**config.mk**
```make
export PLATFORM = sky130hd
export DESIGN_NAME = ssc_ram
export DESIGN_NICKNAME = d
export VERILOG_FILES = /design/src/hw/rtl/ssc_ram.sv
export SDC_FILE = /design/constraint.sdc
export NUM_CORES = 1
export LEC_CHECK = 0
export BUFFER_PORTS_ARGS = -buffer_cell sky130_fd_sc_hd__clkbuf_2
export CORE_ASPECT_RATIO = 0.75
export CORE_MARGIN = 1.5
export CORE_UTILIZATION = 30
export DETAILED_ROUTE_END_ITERATION = 8
export GPL_TIMING_DRIVEN = 0
export PLACE_DENSITY = 0.52
export SKIP_CTS_REPAIR_TIMING = 1
export SYNTH_ARGS = -nofsm -noshare
export SYNTH_HDL_FRONTEND = slang
export SYNTH_SLANG_ARGS = --single-unit
```
**constraint.sdc**
```tcl
create_clock -name clk -period 3.1 [get_ports clk]
set_input_delay 0.465 -clock clk [delete_from_list [all_inputs] [get_ports clk]]
set_output_delay 0.465 -clock clk [all_outputs]
set_load 0.05 [all_outputs]
```
**src/hw/rtl/ssc_ram.sv**
```systemverilog
// ----------------------------------------------------------------------------
// ssc_ram
// single-port ram with registered read
// ----------------------------------------------------------------------------
`default_nettype none
module ssc_ram #(
  parameter int Width = 8,
  parameter int Depth = 16
) (
  input  wire logic                     clk,
  input  wire logic                     we,
  input  wire logic [$clog2(Depth)-1:0] addr,
  input  wire logic [Width-1:0]         wdata,
  output logic      [Width-1:0]         rdata
);
  logic [Width-1:0] mem_r [Depth];

  always_ff @(posedge clk) begin
    if (we) begin
      mem_r[addr] <= wdata;
    end
    rdata <= mem_r[addr];
  end
endmodule
`default_nettype wire
```
==> run summary <==
Status - complete, but fails checks
Failing checks - DRC
CTS Buffer Depth - 2
Crit. End Element - flop
WL final - 10.7 mm
TritonCTS clock tree - done
Clock slew at reported path FFs - 0.06 ns
Most frequent cells in the layout - 128 x edfxtp_1, 32 x mux4_2, 21 x clkbuf_2
Vias in the first global route - 2,375
Clock sink count - 136
Ys async rst share - 0%
Num rows - 40
Sequential power share - 47.3%
Initial DRC count - 231
Total Routing Usage GR - 13.4%
Path type of the worst setup path - primary input to flop
Core Region - 16,300 um2
Crit path DAT - 2.15 ns
Syn Area/Cell - 22.0 um2
Fraction of layout cells with a size suffix above 1 - 31.9%
Distinct cells, synth - 18
Switching power total - 912 uW
Syn_nets - 244
Leakage - 1.94 nW
Htree depth - 4
Worst EP required - 3.14 ns
CP max FO - 10
DP Wirelength - 6.81 mm
Starting density of the core - 31.2%
Routability cong. - 0.735
# diodes - 0
IO buf count - 19
Post-route DRC - 4
EDFF count, synth - 128
Worst slew pin tran - 1.27 ns
Max Fclk - 0.474 GHz
Hold Path Class - primary input to flop
Endpoints failing setup - 0
Int Pwr - 3.46 mW
DIE AREA - 17,700 um2
Die H - 116 um
R2r startpoint - mem_r[6][3]
Root buffer cell - clkbuf_16
Via count - 2,356
Clock network fraction of design power - 47.2%
Combinational Power Share - 5.5%
PwrDens - 722 nW/um2
Final Hold Vio Count - 0
Register Area - 4000 um2
Mapped Area - 5070 um2
Startpoint types - primary input
Commonest non-fill, non-tap cell in the layout - edfxtp_1
Mapped Cells - 230
Fin crit period - 2.11 ns
Ys flop type - edfxtp_1
Fill cells - 1,459
Max-Slew Margin vs Limit - 14.8%
I/O Pins - 22
Largest net degree at the start of global routing - 17
First-pass GRT wire length - 16.0 mm
Max_cap viols - 0
Overflow after GRT - 0
DR vias/cell - 4.79
DRT Pass-1 Iters - 6
RR Endpoint - rdata[3]
Crit path launch - addr[1]
Total CTS buffers - 17
Footprint of the multi-input gates - 1010 um2
Nets - 283
Yosys reg bits - 136
R2R setup slack - 1.70 ns
Clock latency on the worst-skew pair - 0.42 ns
Worst Skew - 0.0198 ns
R2R cell count - 3
Sequential share of the synthesized area - 79.0%
Sw frac - 20.9%
Crit path to - mem_r[3][1]
VDD IR max - 0.265 mV
DIE WIDTH - 153 um
P&R area growth vs syn - 19.4%
Crit share post-route - 68.1%
Initial antenna violation count - 0
Synth warn - 0
Non-Filler Instances - 492
Pins Over Slew Limit - 0
Setup TNS - 0 ns
Antenna Violating Nets Remaining - 0
Placed cells - 459
RSZ-0062 raised after global routing - false
Wirelength per Cell - 21.7 um
==> worst max-delay path, stage by stage <==
cell,delay (ns)
buf_2,0.26
buf_1,0.47
nand2_1,0.23
nor2_1,0.71
==> layer usage <==
layer	up-vias	part of all wire (%)	track usage (%)
met4	0	0.48	4.90
met1	1247	47	19.4
met2	64	45	18.5
met5	-	0	0
met3	4	7.7	4.64
li1	1041	-	-
==> through the flow <==
stage                     area, um2  hold slack, ns  setup WS (ns)  util (%)  power [mW]
after floorplan                5070           0.564           1.14         -        2.25
after global placement         5430           0.683          0.469      33.4        2.34
after detailed placement       5430           0.688          0.402      33.4        2.35
after CTS                      6040           0.520          0.840      37.1        4.41
after global routing           6050           0.545          0.734      37.2        4.51
final                          6050           0.516          0.989      37.2        4.37
==> sequential cells by signal (all words and copies together) (netlist names) <==
signal and cells:
rdata 8, mem_r 128
==> kinds of logic (layout without fill, tap and decap cells) <==
group | count (synthesis) | in the layout | share of synthesized area, %
flip-flops | 136 | 136 | 79.0
buffers and inverters | 11 | 63 | 1.19
AO/OA/AOI/OAI | 16 | 16 | 2.37
multiplexers | 32 | 32 | 14.2
AND/OR/NAND/NOR | 35 | 35 | 3.21
==> power groups by stage <==
| stage | logic (mW) | registers (mW) | clock network [mW] |
|---|---|---|---|
| 2_1_floorplan | 0.106 | 2.15 | 0 |
| 4_1_cts | 0.244 | 2.07 | 2.10 |
| 3_3_place_gp | 0.240 | 2.10 | 0 |
| 3_5_place_dp | 0.244 | 2.11 | 0 |
| 6_report | 0.240 | 2.07 | 2.06 |
| 5_1_grt | 0.259 | 2.07 | 2.18 |
==> Yosys cell counts (2+ instances only) <==
cell,count,area (um2)
edfxtp_1,128,3840
mux4_2,32,721
a22oi_1,16,120
nor2_1,13,48.8
nand2_1,9,33.8
dfxtp_1,8,160
buf_1,4,15.0
nor3_1,4,20.0
buf_2,2,10.0
buf_6,2,22.5
clkbuf_1,2,7.51
nand2b_1,2,12.5
nand3b_1,2,15.0
nor2b_1,2,12.5
==> how the worst min path moves through the flow <==
stage	from	end	slack, ns	cells past startpoint
floorplan	wdata[0]	mem_r[0][0]	0.56	0
CTS	wdata[1]	mem_r[10][1]	0.52	1
global route	wdata[1]	mem_r[11][1]	0.54	1
detailed placement	mem_r[11][6]	rdata[6]	0.69	3
global placement	mem_r[10][6]	rdata[6]	0.68	3
finish	wdata[6]	mem_r[7][6]	0.52	1
==> final cells by class <==
cell class                 count  area share (%)
timing repair buffer          20            1.65
multi-input combinational     83            16.7
sequential                   136            66.2
tap                          210            4.34
clock inverter                12            2.46
buffer                        11           0.993
clock buffer                  20            7.71
(Power assumes the default switching activity.)
